[src/hw/rtl/brb_pkg.sv]
// Package for the byte ring buffer: opcode and status codes, and the
// per-word result record passed from the control block to the output stage.
// No dependencies.
package brb_pkg;

	localparam logic [1:0] OP_PUSH    = 2'd0;
	localparam logic [1:0] OP_POP_OLD = 2'd1;
	localparam logic [1:0] OP_POP_NEW = 2'd2;

	localparam logic [1:0] ST_DONE  = 2'd0;
	localparam logic [1:0] ST_FULL  = 2'd1;
	localparam logic [1:0] ST_EMPTY = 2'd2;

	localparam int unsigned DATA_W  = 8;
	localparam int unsigned S_TDATA_W = 16;
	localparam int unsigned M_TDATA_W = 16;

	typedef struct packed {
		logic       pop_ok;
		logic [1:0] status;
		logic       is_empty;
		logic       is_full;
	} res_t;

endpackage

[src/hw/rtl/brb_ctrl.sv]
// Pointer and flag control of the byte ring buffer: decodes one word per cycle while
// accept is high, updates the pointers and flags and drives the storage access.
// Depends on brb_pkg.
module brb_ctrl #(
	parameter int unsigned DEPTH = 16,
	parameter int unsigned AW = (DEPTH > 1) ? $clog2(DEPTH) : 1
) (
	input  logic                clk,
	input  logic                arst_n,
	input  logic                accept,
	input  logic [1:0]          opcode,
	output logic                mem_we,
	output logic                mem_re,
	output logic [AW-1:0]       mem_addr,
	output brb_pkg::res_t       res
);

	localparam logic [AW-1:0] LAST = AW'(DEPTH - 1);

	logic [AW-1:0] wp_q, rp_q;
	logic          full_q, empty_q;
	logic [AW-1:0] wp_d, rp_d, wp_next, wp_prev, rp_next;
	logic          full_d, empty_d;

	assign wp_next = (wp_q == LAST) ? '0 : wp_q + AW'(1);
	assign wp_prev = (wp_q == '0) ? LAST : wp_q - AW'(1);
	assign rp_next = (rp_q == LAST) ? '0 : rp_q + AW'(1);

	always_comb begin
		wp_d       = wp_q;
		rp_d       = rp_q;
		full_d     = full_q;
		empty_d    = empty_q;
		mem_we     = 1'b0;
		mem_re     = 1'b0;
		mem_addr   = wp_q;
		res.pop_ok = 1'b0;
		res.status = brb_pkg::ST_DONE;
		unique case (opcode)
			brb_pkg::OP_PUSH: begin
				if (full_q) begin
					res.status = brb_pkg::ST_FULL;
				end else begin
					mem_we  = 1'b1;
					wp_d    = wp_next;
					empty_d = 1'b0;
					full_d  = (wp_next == rp_q);
				end
			end
			brb_pkg::OP_POP_OLD: begin
				mem_addr = rp_q;
				if (empty_q) begin
					res.status = brb_pkg::ST_EMPTY;
				end else begin
					mem_re     = 1'b1;
					res.pop_ok = 1'b1;
					rp_d       = rp_next;
					full_d     = 1'b0;
					empty_d    = (wp_q == rp_next);
				end
			end
			brb_pkg::OP_POP_NEW: begin
				mem_addr = wp_prev;
				if (empty_q) begin
					res.status = brb_pkg::ST_EMPTY;
				end else begin
					mem_re     = 1'b1;
					res.pop_ok = 1'b1;
					wp_d       = wp_prev;
					full_d     = 1'b0;
					empty_d    = (wp_prev == rp_q);
				end
			end
			default: begin
			end
		endcase
		mem_we       = mem_we & accept;
		mem_re       = mem_re & accept;
		res.is_empty = empty_d;
		res.is_full  = full_d;
	end

	always_ff @(posedge clk or negedge arst_n) begin
		if (!arst_n) begin
			wp_q    <= '0;
			rp_q    <= '0;
			full_q  <= 1'b0;
			empty_q <= 1'b1;
		end else if (accept) begin
			wp_q    <= wp_d;
			rp_q    <= rp_d;
			full_q  <= full_d;
			empty_q <= empty_d;
		end
	end

	a_flags_exclusive: assert property (@(posedge clk) disable iff (!arst_n)
		!(full_q && empty_q))
		else $error("Buffer flagged full and empty at once.");

	a_full_ptrs: assert property (@(posedge clk) disable iff (!arst_n)
		full_q |-> (wp_q == rp_q))
		else $error("Full flag set with pointers apart.");

	a_empty_ptrs: assert property (@(posedge clk) disable iff (!arst_n)
		empty_q |-> (wp_q == rp_q))
		else $error("Empty flag set with pointers apart.");

	a_no_access_refused: assert property (@(posedge clk) disable iff (!arst_n)
		(res.status != brb_pkg::ST_DONE) |-> !(mem_we || mem_re))
		else $error("Storage accessed for a refused word.");

endmodule

[src/hw/rtl/brb_mem.sv]
// Byte storage of the ring buffer: one shared address port, synchronous
// write and registered read. No dependencies.
module brb_mem #(
	parameter int unsigned DEPTH = 16,
	parameter int unsigned AW = (DEPTH > 1) ? $clog2(DEPTH) : 1,
	parameter int unsigned DW = 8
) (
	input  logic          clk,
	input  logic          we,
	input  logic          re,
	input  logic [AW-1:0] addr,
	input  logic [DW-1:0] wdata,
	output logic [DW-1:0] rdata
);

	logic [DW-1:0] mem [DEPTH];
	logic [DW-1:0] rdata_q;

	always_ff @(posedge clk) begin
		if (we) begin
			mem[addr] <= wdata;
		end
		if (re) begin
			rdata_q <= mem[addr];
		end
	end

	assign rdata = rdata_q;

endmodule

[src/hw/rtl/byte_ring_buffer_two_ended_pop.sv]
// The result word appears on m_tdata in the cycle after its input word is accepted.
// Throughput: one word per cycle; s_tready is high while the output register is empty
// or being drained, so the output-side m_tready sets the rate.
// Reset clears the pointers and the full flag and sets the empty flag; storage is
// not cleared and is only read at entries written before.
module byte_ring_buffer_two_ended_pop #(
	parameter int unsigned DEPTH = 16
) (
	input  logic                          clk,
	input  logic                          arst_n,
	input  logic                          s_tvalid,
	output logic                          s_tready,
	input  logic [brb_pkg::S_TDATA_W-1:0] s_tdata,  // opcode[1:0], data_in[9:2], zero fill above.
	output logic                          m_tvalid,
	input  logic                          m_tready,
	output logic [brb_pkg::M_TDATA_W-1:0] m_tdata   // data_out[7:0], status[9:8],
	                                                // is_empty[10], is_full[11].
);

	localparam int unsigned AW = (DEPTH > 1) ? $clog2(DEPTH) : 1;

	logic                           accept;
	logic                           mem_we, mem_re;
	logic [AW-1:0]                  mem_addr;
	logic [brb_pkg::DATA_W-1:0]     rdata;
	brb_pkg::res_t                  res;
	brb_pkg::res_t                  res_s1;
	logic                           valid_s1;

	assign s_tready = !valid_s1 || m_tready;
	assign accept   = s_tvalid && s_tready;

	brb_ctrl #(.DEPTH(DEPTH), .AW(AW)) u_ctrl (
		.clk      (clk),
		.arst_n   (arst_n),
		.accept   (accept),
		.opcode   (s_tdata[1:0]),
		.mem_we   (mem_we),
		.mem_re   (mem_re),
		.mem_addr (mem_addr),
		.res      (res)
	);

	brb_mem #(.DEPTH(DEPTH), .AW(AW), .DW(brb_pkg::DATA_W)) u_mem (
		.clk   (clk),
		.we    (mem_we),
		.re    (mem_re),
		.addr  (mem_addr),
		.wdata (s_tdata[9:2]),
		.rdata (rdata)
	);

	always_ff @(posedge clk or negedge arst_n) begin
		if (!arst_n) begin
			valid_s1 <= 1'b0;
		end else if (s_tready) begin
			valid_s1 <= s_tvalid;
		end
	end

	always_ff @(posedge clk) begin
		if (accept) begin
			res_s1 <= res;
		end
	end

	assign m_tvalid = valid_s1;
	assign m_tdata  = {4'b0000, res_s1.is_full, res_s1.is_empty, res_s1.status,
		res_s1.pop_ok ? rdata : 8'h00};

endmodule

[config.mk]
export PLATFORM = sky130hd
export DESIGN_NAME = byte_ring_buffer_two_ended_pop
export DESIGN_NICKNAME = d
export VERILOG_FILES = /design/src/hw/rtl/brb_pkg.sv /design/src/hw/rtl/brb_ctrl.sv /design/src/hw/rtl/brb_mem.sv /design/src/hw/rtl/byte_ring_buffer_two_ended_pop.sv
export SDC_FILE = /design/constraint.sdc
export NUM_CORES = 1
export LEC_CHECK = 0
export ABC_AREA = 1
export BUFFER_PORTS_ARGS = -buffer_cell sky130_fd_sc_hd__buf_2
export CAP_MARGIN = 25
export CORE_MARGIN = 4
export CORE_UTILIZATION = 47
export DETAILED_ROUTE_END_ITERATION = 12
export PLACE_DENSITY_LB_ADDON = 0.15
export SKIP_LAST_GASP = 1
export SLEW_MARGIN = 25
export SYNTH_ARGS = -nofsm -noshare
export SYNTH_HDL_FRONTEND = slang
export SYNTH_SLANG_ARGS = --single-unit
[constraint.sdc]
create_clock -name clk -period 5.9 [get_ports clk]
set_input_delay 0.295 -clock clk [delete_from_list [all_inputs] [get_ports clk]]
set_output_delay 0.295 -clock clk [all_outputs]
set_load 0.05 [all_outputs]
* Yosys cells after proc, flatten, opt, wreduce, memory -nomap -nowiden
Memory sizes are Yosys's and may differ from the RTL's. A register that Yosys moved wholly into a read port is not among the register bits.
Index checks and enable logic that the tools add are counted.
** Storage, ports and cells
- Register bits :: 16
- Bits in writable memories :: 128
- Output and inout port bits :: 18
- Logic and storage cells :: 58
- Memories kept :: 1
** Memory list
- u_mem.mem :: words 16, width 8, read ports 1, clocked after Yosys merged registers in 1, wr ports 1, RTL line brb_mem.sv:16 : logic [DW-1:0] mem [DEPTH];
** Cells by class
- Add/sub/neg operators :: 3
- Equality and inequality tests :: 9
- Muxes and demuxes :: 24
- Bitwise operators :: 3
- Reduce and logical (&&, ||, !) cells :: 9
** Operator list (count)
- 2-to-1 mux 4 bit :: 5
- case mux 4 bit (2 select lines) :: 2
- equality test 4 bit :: 3
- 2-to-1 mux 1 bit :: 12
- adder 4 x 1 -> 4 bit, second input constant :: 2
- equality test 4 bit, second input constant :: 2
- 2-to-1 mux 8 bit :: 1
- zero test 4 bit :: 1
- inequality test 2 bit, second input constant :: 2
- case mux 2 bit (2 select lines) :: 1
- AND reduction 4 bit :: 1
- subtractor 4 x 1 -> 4 bit, second input constant :: 1
- case mux 1 bit (3 select lines) :: 1
- AND reduction 3 bit :: 1
- bitwise AND 1 bit :: 2
- equality test 2 x 1 -> 1 bit, second input constant :: 1
- equality test 2 bit, second input constant :: 1
- zero test 2 bit :: 1
- 2-to-1 mux 2 bit :: 1
- case mux 1 bit (2 select lines) :: 1
- nonzero test 2 bit :: 1
- OR reduction 2 bit :: 1
- logical AND 1 bit :: 1
- zero test 1 bit :: 1
- 2 further kinds :: 2

* Logic depth before layout (Yosys ltp)
Gate-level depths: netlist (run 1).
- Word-level depth :: 6
- Depth in mapped cells :: 17
- Mapped depth without buffers :: 15

* Hierarchy
From an unflattened synthesis (run 1), not the netlist that was laid out.
** Unflattened totals
- Cell total of the unflattened synthesis :: 749
- Area, all modules :: 7031.7 um^2
** Modules (own cells, without submodules)
- brb_mem :: instances 1, cells each 548, area an instance 5672.9 um^2
- brb_ctrl :: instances 1, cells each 164, area an instance 1034.7 um^2
- byte_ring_buffer_two_ended_pop :: instances 1, cells each 37, area an instance 324.1 um^2

* Worst setup path after synthesis (run 1)
OpenSTA, ideal clock, no wires.
- Path type :: reg2reg
- From :: register valid_s1 (netlist: m_tvalid)
- To :: memory u_mem.mem[0][0] (enable)
- Setup time :: 370 ps
- Data arrival time :: 2033 ps
- Required time :: 5530 ps
- Setup slack :: 3497 ps
- Cell stages (with the launch flop) :: 6
- Buffers on the path :: 0
- Clock period less this slack :: 2403 ps
- Cells stage by stage :: dfrtp_1 > nand2_1 > nand2_1 > nor2_1 > nand3_1 > nor2_1
** On the way
- Longest elaborated chain between the ends :: 6
** RTL lines
- start, declared :: RTL line byte_ring_buffer_two_ended_pop.sv:28 : logic valid_s1;
- start signal, assigned :: RTL line byte_ring_buffer_two_ended_pop.sv:57 : valid_s1 <= s_tvalid;
- zero test 1 bit :: RTL line byte_ring_buffer_two_ended_pop.sv:30 : assign s_tready = !valid_s1 || m_tready;
- logical OR 1 bit :: RTL line byte_ring_buffer_two_ended_pop.sv:30
- via s_tready :: RTL line byte_ring_buffer_two_ended_pop.sv:12 : output logic s_tready,
- logical AND 1 bit :: RTL line byte_ring_buffer_two_ended_pop.sv:31 : assign accept = s_tvalid && s_tready;
- bitwise AND 1 bit :: RTL line brb_ctrl.sv:77 : mem_we = mem_we & accept;
- 2-to-1 mux 1 bit :: RTL line brb_mem.sv:20 : if (we) begin
- 2-to-1 mux 1 bit (not written as such) :: RTL line brb_mem.sv:21 : mem[addr] <= wdata;
- end, declared :: RTL line brb_mem.sv:16
The timed path passes the listed nets, and every way through them passes these cells.

* Worst setup path in the final report (run 1)
- From :: register u_ctrl.wp_q[0]
- To :: memory u_mem.mem[11][6] (enable)
** On the way
- Longest elaborated chain between the ends :: 3
** RTL lines
- start, declared :: RTL line brb_ctrl.sv:20 : logic [AW-1:0] wp_q, rp_q;
- start signal, assigned :: RTL line brb_ctrl.sv:90 : wp_q <= wp_d;
- subtractor 4 x 1 -> 4 bit or zero test 4 bit (tied branches) :: RTL line brb_ctrl.sv:26 : assign wp_prev = (wp_q == '0) ? LAST : wp_q - AW'(1);
- 2-to-1 mux 4 bit :: RTL line brb_ctrl.sv:26
- case mux 4 bit (2 select lines) * :: RTL line brb_ctrl.sv:39 : unique case (opcode)
Mark *: on every way between the ends. The rest lies on a longest branch, timed or not.

==> metrics.txt, run 1 <==
R2R cell count=12; most frequent cell after synthesis=nand2_1; Yosys reg bits=152; Die Ht=131 um; Unique masters post-synth=33; Pwr Total=3.38 mW; worst slew pin tran=0.920 ns; clk slew on worst S/H paths=0.06 ns; Tot GR Track Use=18.9%; first-pass GRT wire length=25500 um; post-DP HPWL=9680 um; switching share of total power=36.1%; clk root buf=clkbuf_16; clk_skew=0.00508 ns; share of the synthesized area in the top cell type=59.4%; detailed-router iteration count before antenna repair=5; clock sink count=152; setup slack, reg-to-reg=2.42 ns; startpoint types=flip-flop; Layout Cells excl Fill=955; placer congestion estimate=0.920; core footprint=0.0147 mm2; Vias/cell=5.20; number of flops mapped to enable cells by yosys=141; Logic pwr share=30.3%; crit path DAT=3.53 ns; # fillers=1287; Final ANT Viol Nets=0; cts bufs inserted=17; crit-path max cell delay=0.69 ns; # DRC=0; synth top area cells=edfxtp_1 (59%), nand2_1 (18%), nand3_1 (5.5%); Clock power frac=30.8%; Slew Limit Headroom=38.5%; total number of vias=4965; H-tree level count=4; initial antenna violation count=0; sw power=1.22 mW; CP top delay family=simple AND/OR/NAND/NOR gates; die area=0.0172 mm2; pwr/cell area=429 mW/mm2; status=finished, final reports clean; WL/cell=16.7 um; Max VDD drop=0.000231 V; Hold Path Stages=4; CTS tree=done; Placed Instances=922; worst skew pair latency=0.42 ns; Fmax=0.288 GHz; critical path buffer and inverter count=4; I/O pin count=38; async set or reset register ratio after synthesis=7.24%; HP Start=m_tready; vias in the first global route=4846; Synth Warn #=0; Initial Utilization=48.5%; pin count of the biggest net entering global routing=66; Critical Path RT=5.95 ns; post-synthesis sequential area ratio=63.3%; share of layout cells above drive strength 1=10.8%; Pint=2.16 mW; static leakage=3.42 nW; most used cell, CP=nand2_1; Hold Vio Cnt, Final=0; critical-path maximum fanout=65; top cells by count, synth=nand2_1 (339), edfxtp_1 (141), nand3_1 (79); RSZ-0062 raised after global routing=no; Period Utilization, post-route=58.9%; worst r2r src=u_ctrl.wp_q[0]; Hold Path Sink=m_tvalid; Synth Instances=742; row cnt=44; port bufs=27; Slowest-stage cell, CP=nor2_1; GRT overflow=0; Starting DRT DRC Count=412; reg2reg end=u_mem.mem[11][6]; critical-path cell list=inv_1 > ha_1 > nand2_1 > nand2_1 > nand2_1 > nand2_2 > buf_4 > nand2_2 > buf_4 > inv_1 > nand3_1 > nor2_1; Max Transition Viols Final=0; cts repair resizes=0; setup violators final=0; mean post-synth cell area=9.61 um2; MaxCap Viol Count=0; Main synth FF type=edfxtp_1; Hold WC Path Type=in -> reg; final layout net count=786; DRT Wirelength=15900 um; Die X=131 um; cell taking the most area after synthesis=edfxtp_1; Sum Neg Setup Slack=0 ns; Mapped Area=0.00713 mm2; Area growth syn-to-layout=10.7%; Worst Setup Path Type=reg -> reg; CTS Buffer Depth=2; critical path endpoint category=flip-flop; fin crit period=3.48 ns; ant diodes=0; Flop pwr share=38.9%; post-CTS setup buffer count=0
==> how the worst max path moves through the flow <==
| stage | from | endpoint | slack (ns) | depth (start not counted) |
|---|---|---|---|---|
| finish | u_ctrl.wp_q[0] | u_mem.mem[11][6] | 2.42 | 12 |
| global route | u_ctrl.wp_q[0] | u_mem.mem[11][6] | 2.15 | 12 |
| CTS | u_ctrl.wp_q[0] | u_mem.mem[11][6] | 2.41 | 12 |
| detailed placement | s_tdata[0] | u_mem.mem[11][7] | 2.30 | 12 |
| global placement | s_tdata[0] | u_mem.mem[7][6] | 2.36 | 12 |
| floorplan | m_tvalid | u_mem.mem[0][0] | 3.50 | 5 |
==> metrics by stage <==
| stage | cell area, um2 | utilization (%) | hold slack (ns) | setup WS [ns] |
|---|---|---|---|---|
| 6_report | 7890 | 53.7 | 0.149 | 2.42 |
| 4_1_cts | 7880 | 53.6 | 0.143 | 2.41 |
| 2_1_floorplan | 7140 | - | -0.000591 | 3.50 |
| 3_3_place_gp | 7300 | 49.7 | 0.196 | 2.36 |
| 5_1_grt | 7890 | 53.7 | 0.191 | 2.15 |
| 3_5_place_dp | 7300 | 49.7 | 0.201 | 2.30 |
==> kinds of logic (layout without fill, tap and decap cells) <==
group,Yosys count,in the layout,share of synthesized area (%)
AOI/OAI and AO/OA,29,29,2.74
xor gates and xnor gates,6,6,0.737
adders and majority gates,7,7,1.23
buffers and inverters,90,116,6.09
DFF,152,152,63.3
other,1,4,0.0526
and+or+nand+nor,457,457,25.9
==> metal layers <==
metal  global-route usage, %  wire (um)  vias up
li1                        -          -     2451
met1                    25.7       7140     2369
met2                    30.5       7650      121
met3                    3.98        840       24
met4                    6.30        298        0
met5                       0          0        -
==> worst reg2reg max path, cell delays in order (launching register included) <==
cell and delay [ns]:
dfrtp_1 0.41, inv_1 0.18, ha_1 0.21, nand2_1 0.06, nand2_1 0.09, nand2_1 0.09, nand2_2 0.07, buf_4 0.57
nand2_2 0.15, buf_4 0.29, inv_1 0.11, nand3_1 0.17, nor2_1 0.69
==> power groups by stage <==
stage	Combinational, mW	Clock, mW	Sequential (mW)
floorplan	0.811	0	1.31
global placement	1.01	0	1.33
detailed placement	1.02	0	1.34
CTS	1.03	1.05	1.31
global route	1.16	1.11	1.32
finish	1.03	1.04	1.32
==> state kept, by name (all words and copies together), names as in the netlist <==
register,cells
u_mem.mem,128
u_mem.rdata,8
res_s1,1
u_ctrl.empty_q,1
m_tdata,4
u_ctrl.full_q,1
u_ctrl.wp_q,4
u_ctrl.rp_q,4
m_tvalid,1
==> what timing repair did <==
item	in CTS	in global routing
setup endpoints to repair	0	0
hold buffers	1	0
hold endpoints to repair	10	0
==> layout make-up <==
type / instances / area [um2] / share of cell area, %
clock buffer: 19 / 433 / 5.49
clock inverter: 12 / 130 / 1.65
inverter: 51 / 191 / 2.43
multi-input combinational: 503 / 2200 / 28.0
sequential: 152 / 4510 / 57.2
tap: 184 / 230 / 2.92
timing repair buffer: 34 / 188 / 2.38
==> placed cells by master, fill, tap and decap left out, drive strengths merged <==
master	instances
nand2	342
edfxtp	141
nand3	79
inv	51
nor2	32
buf	32
clkbuf	20
o21ai	14
dfrtp	10
clkinv	8
ha	7
a21oi	7
xor2	5
conb	4
a31oi	3
bufinv	2
clkinvlp	2
nor3	2
or2	1
xnor2	1
nand4	1
o211ai	1
o31ai	1
a311oi	1
a21boi	1
a211oi	1
dlygate4sd3	1
dfstp	1
(Power assumes the default switching activity.)
==> run 2: changes to the inputs <==
ABC_AREA = 0   (was 1)
clock period = 3.6 ns   (was 5.9 ns; I/O delays follow)
==> run 2 against run 1 <==
- count of clock-buffer cells in the layout down 2
- power up 60%
- highest routed layer unchanged
- sequential cell count unchanged
- critical endpoint is now u_mem.mem[5][4]
- critical path type unchanged
==> metrics.txt, run 2 <==
Main synth FF type=edfxtp_1; post-DP HPWL=8890 um; Final ANT Viol Nets=0; Die X=128 um; total number of vias=3724; async set or reset register ratio after synthesis=7.24%; multiplexer area fraction after synthesis=10.6%; mean post-synth cell area=15.5 um2; worst slew pin tran=0.811 ns; most frequent cell after synthesis=edfxtp_1; xor-xnor portion of the synthesized cell area=1.82%; Area growth syn-to-layout=13.9%; sw power=1.73 mW; share of layout cells above drive strength 1=26.0%; status=finished, final reports clean; Tot GR Track Use=16.9%; Max Transition Viols Final=0; DRT Wirelength=12900 um; placer congestion estimate=0.796; critical path endpoint category=flip-flop; Critical Path RT=3.73 ns; Worst Setup Path Type=reg -> reg; Adder-Cell Fraction of Synth Area=1.30%; DP Area=0.00712 mm2; crit path DAT=3.28 ns; post-synthesis sequential area ratio=66.9%; setup violators final=0; Logic pwr share=29.5%; Final WS setup=0.446 ns; Layout Cells excl Fill=676; clk_skew=0.00634 ns; startpoint types=flip-flop; first-pass GRT wire length=20600 um; final layout net count=510; Flop pwr share=40.8%; row cnt=43; number of flops mapped to enable cells by yosys=141; area fraction in compound gates after synthesis=7.30%; Pwr Total=5.41 mW; Slew Limit Headroom=45.8%; clk root buf=clkbuf_16; WL/cell=19.0 um; worst hold slack=0.101 ns; critical-path cell list=inv_1 > ha_1 > nor2_1 > a211oi_2 > a31oi_2 > nand2_1 > nor3_1 > buf_4; CP top delay family=simple AND/OR/NAND/NOR gates; Synth Warn #=0; CTS Buffer Depth=2; initial antenna violation count=0; die area=0.0163 mm2; GRT overflow=0; synth top area cells=edfxtp_1 (63%), mux2_2 (6.3%), dfrtp_1 (3.7%); HP Start=m_tready; H-tree level count=4; Period Utilization, post-route=87.6%; Setup WS pre-CTS=0.453 ns; max FFs per register=128; Clock power frac=29.7%; Design Area, Final=0.00768 mm2; Synth Area in Simple Gates=8.87%; clock sink count=152; Max VDD drop=0.000446 V; Top reg by flops=u_mem.mem; fin crit period=3.15 ns; CTS tree=done; Mapped Area=0.00674 mm2; port bufs=27; cts bufs inserted=17; Yosys reg bits=152; Sum Neg Setup Slack=0 ns; worst skew pair latency=0.42 ns; post-CTS setup buffer count=0; Layout Utilization=54.9%; core footprint=0.0140 mm2; static leakage=2.70 nW; Unique masters post-synth=55; share of the synthesized area in the top cell type=62.8%; Pint=3.69 mW; top cells by count, synth=edfxtp_1 (141), mux2_2 (38), nand2_1 (20); MaxCap Viol Count=0; commonest non-fill, non-tap cell in the layout=edfxtp_1; # DRC=0; largest family of logic cells by synthesized area=multiplexers; worst r2r src=u_ctrl.wp_q[0]; most frequent cells in the layout=edfxtp_1 (141), mux2_2 (38), buf_2 (27); Hold Vio Cnt, Final=0; Hold WC Path Type=in -> reg; switching share of total power=31.9%; pwr/cell area=705 mW/mm2; Vias/cell=5.51; detailed-router iteration count before antenna repair=4; Synth Instances=435; critical path buffer and inverter count=2; ant diodes=0; I/O pin count=38; Worst setup startpoint=u_ctrl.wp_q[0]; Placed Instances=642; clk slew on worst S/H paths=0.06 ns; Starting DRT DRC Count=313; Slowest-stage cell, CP=a31oi_2; crit-path max cell delay=0.70 ns; Fmax=0.317 GHz; Die Ht=128 um; pin count of the biggest net entering global routing=37; critical-path maximum fanout=12; cell taking the most area after synthesis=edfxtp_1; Initial Utilization=48.2%; vias in the first global route=3697; RSZ-0062 raised after global routing=no
[run 2: cell count changes after synthesis, sizes merged, moves of 16 or more]
cell	delta
nor3	+18
mux2i	+16
nor2	-25
inv	-43
nand3	-73
mux2	+49
nand2	-322
a22oi	+18
[run 2: logic make-up (layout without fill, tap and decap cells)]
logic type / count (synthesis) / count (layout)
xor gates and xnor gates: 14 / 14
DFF: 152 / 152
buffers and inverters: 35 / 93
and+or+nand+nor: 97 / 97
other: 1 / 4
muxes: 65 / 65
adders and majority gates: 7 / 7
AOI/OAI and AO/OA: 64 / 64
[run 2: path summary, 6_finish.rpt]
path / endpoint / cells after the start / slack [ns]
setup / recovery: u_mem.mem[5][4] / 8 / 0.45
hold / removal: m_tvalid / 3 / 0.10
setup reg to reg: u_mem.mem[5][4] / 8 / 0.45
hold reg to reg: u_ctrl.empty_q / 2 / 0.55
max in group asynchronous: u_ctrl.empty_q / 2 / 3.15
min in group asynchronous: u_ctrl.rp_q[2] / 2 / 0.17
[run 2: per-layer routing]
metal  share of wire (%)  vias up  track usage (%)  routed length [um]
met5                   0        -                0                   0
met4                0.94        0             5.62                 121
met3                 4.7        9             4.42                 605
met2                  46       86             25.4                5910
met1                  48     1848             24.1                6240
li1                    -     1781                -                   -
[run 2: layout make-up]
type	count	area, um2
Tap cell	180	225
Timing Repair Buffer	53	348
Sequential cell	152	4510
Clock inverter	15	111
Multi-Input combinational cell	251	2030
Clock buffer	17	425
Inverter	8	30.0
Fill cell	1134	6310
[run 2: repair_timing]
action / in CTS / in global routing
hold endpoints to repair: 12 / 0
endpoints found under the setup margin: 0 / 0
gates resized for setup: 0 / 0
hold buffers: 2 / 0
[run 2: worst min-delay path: cells and delay by family]
kind | cells | cell delay [ns]
AND/OR/NAND/NOR | 2 | 0.22
buffers and inverters | 1 | 0.07
[run 2: power groups by stage]
| stage | Sequential [mW] | Combinational (mW) | Clock, mW |
|---|---|---|---|
| 4_1_cts | 2.21 | 1.60 | 1.64 |
| 3_5_place_dp | 2.24 | 1.59 | 0 |
| 2_1_floorplan | 2.16 | 1.34 | 0 |
| 5_1_grt | 2.23 | 1.74 | 1.72 |
| 3_3_place_gp | 2.24 | 1.58 | 0 |
| 6_report | 2.21 | 1.60 | 1.61 |
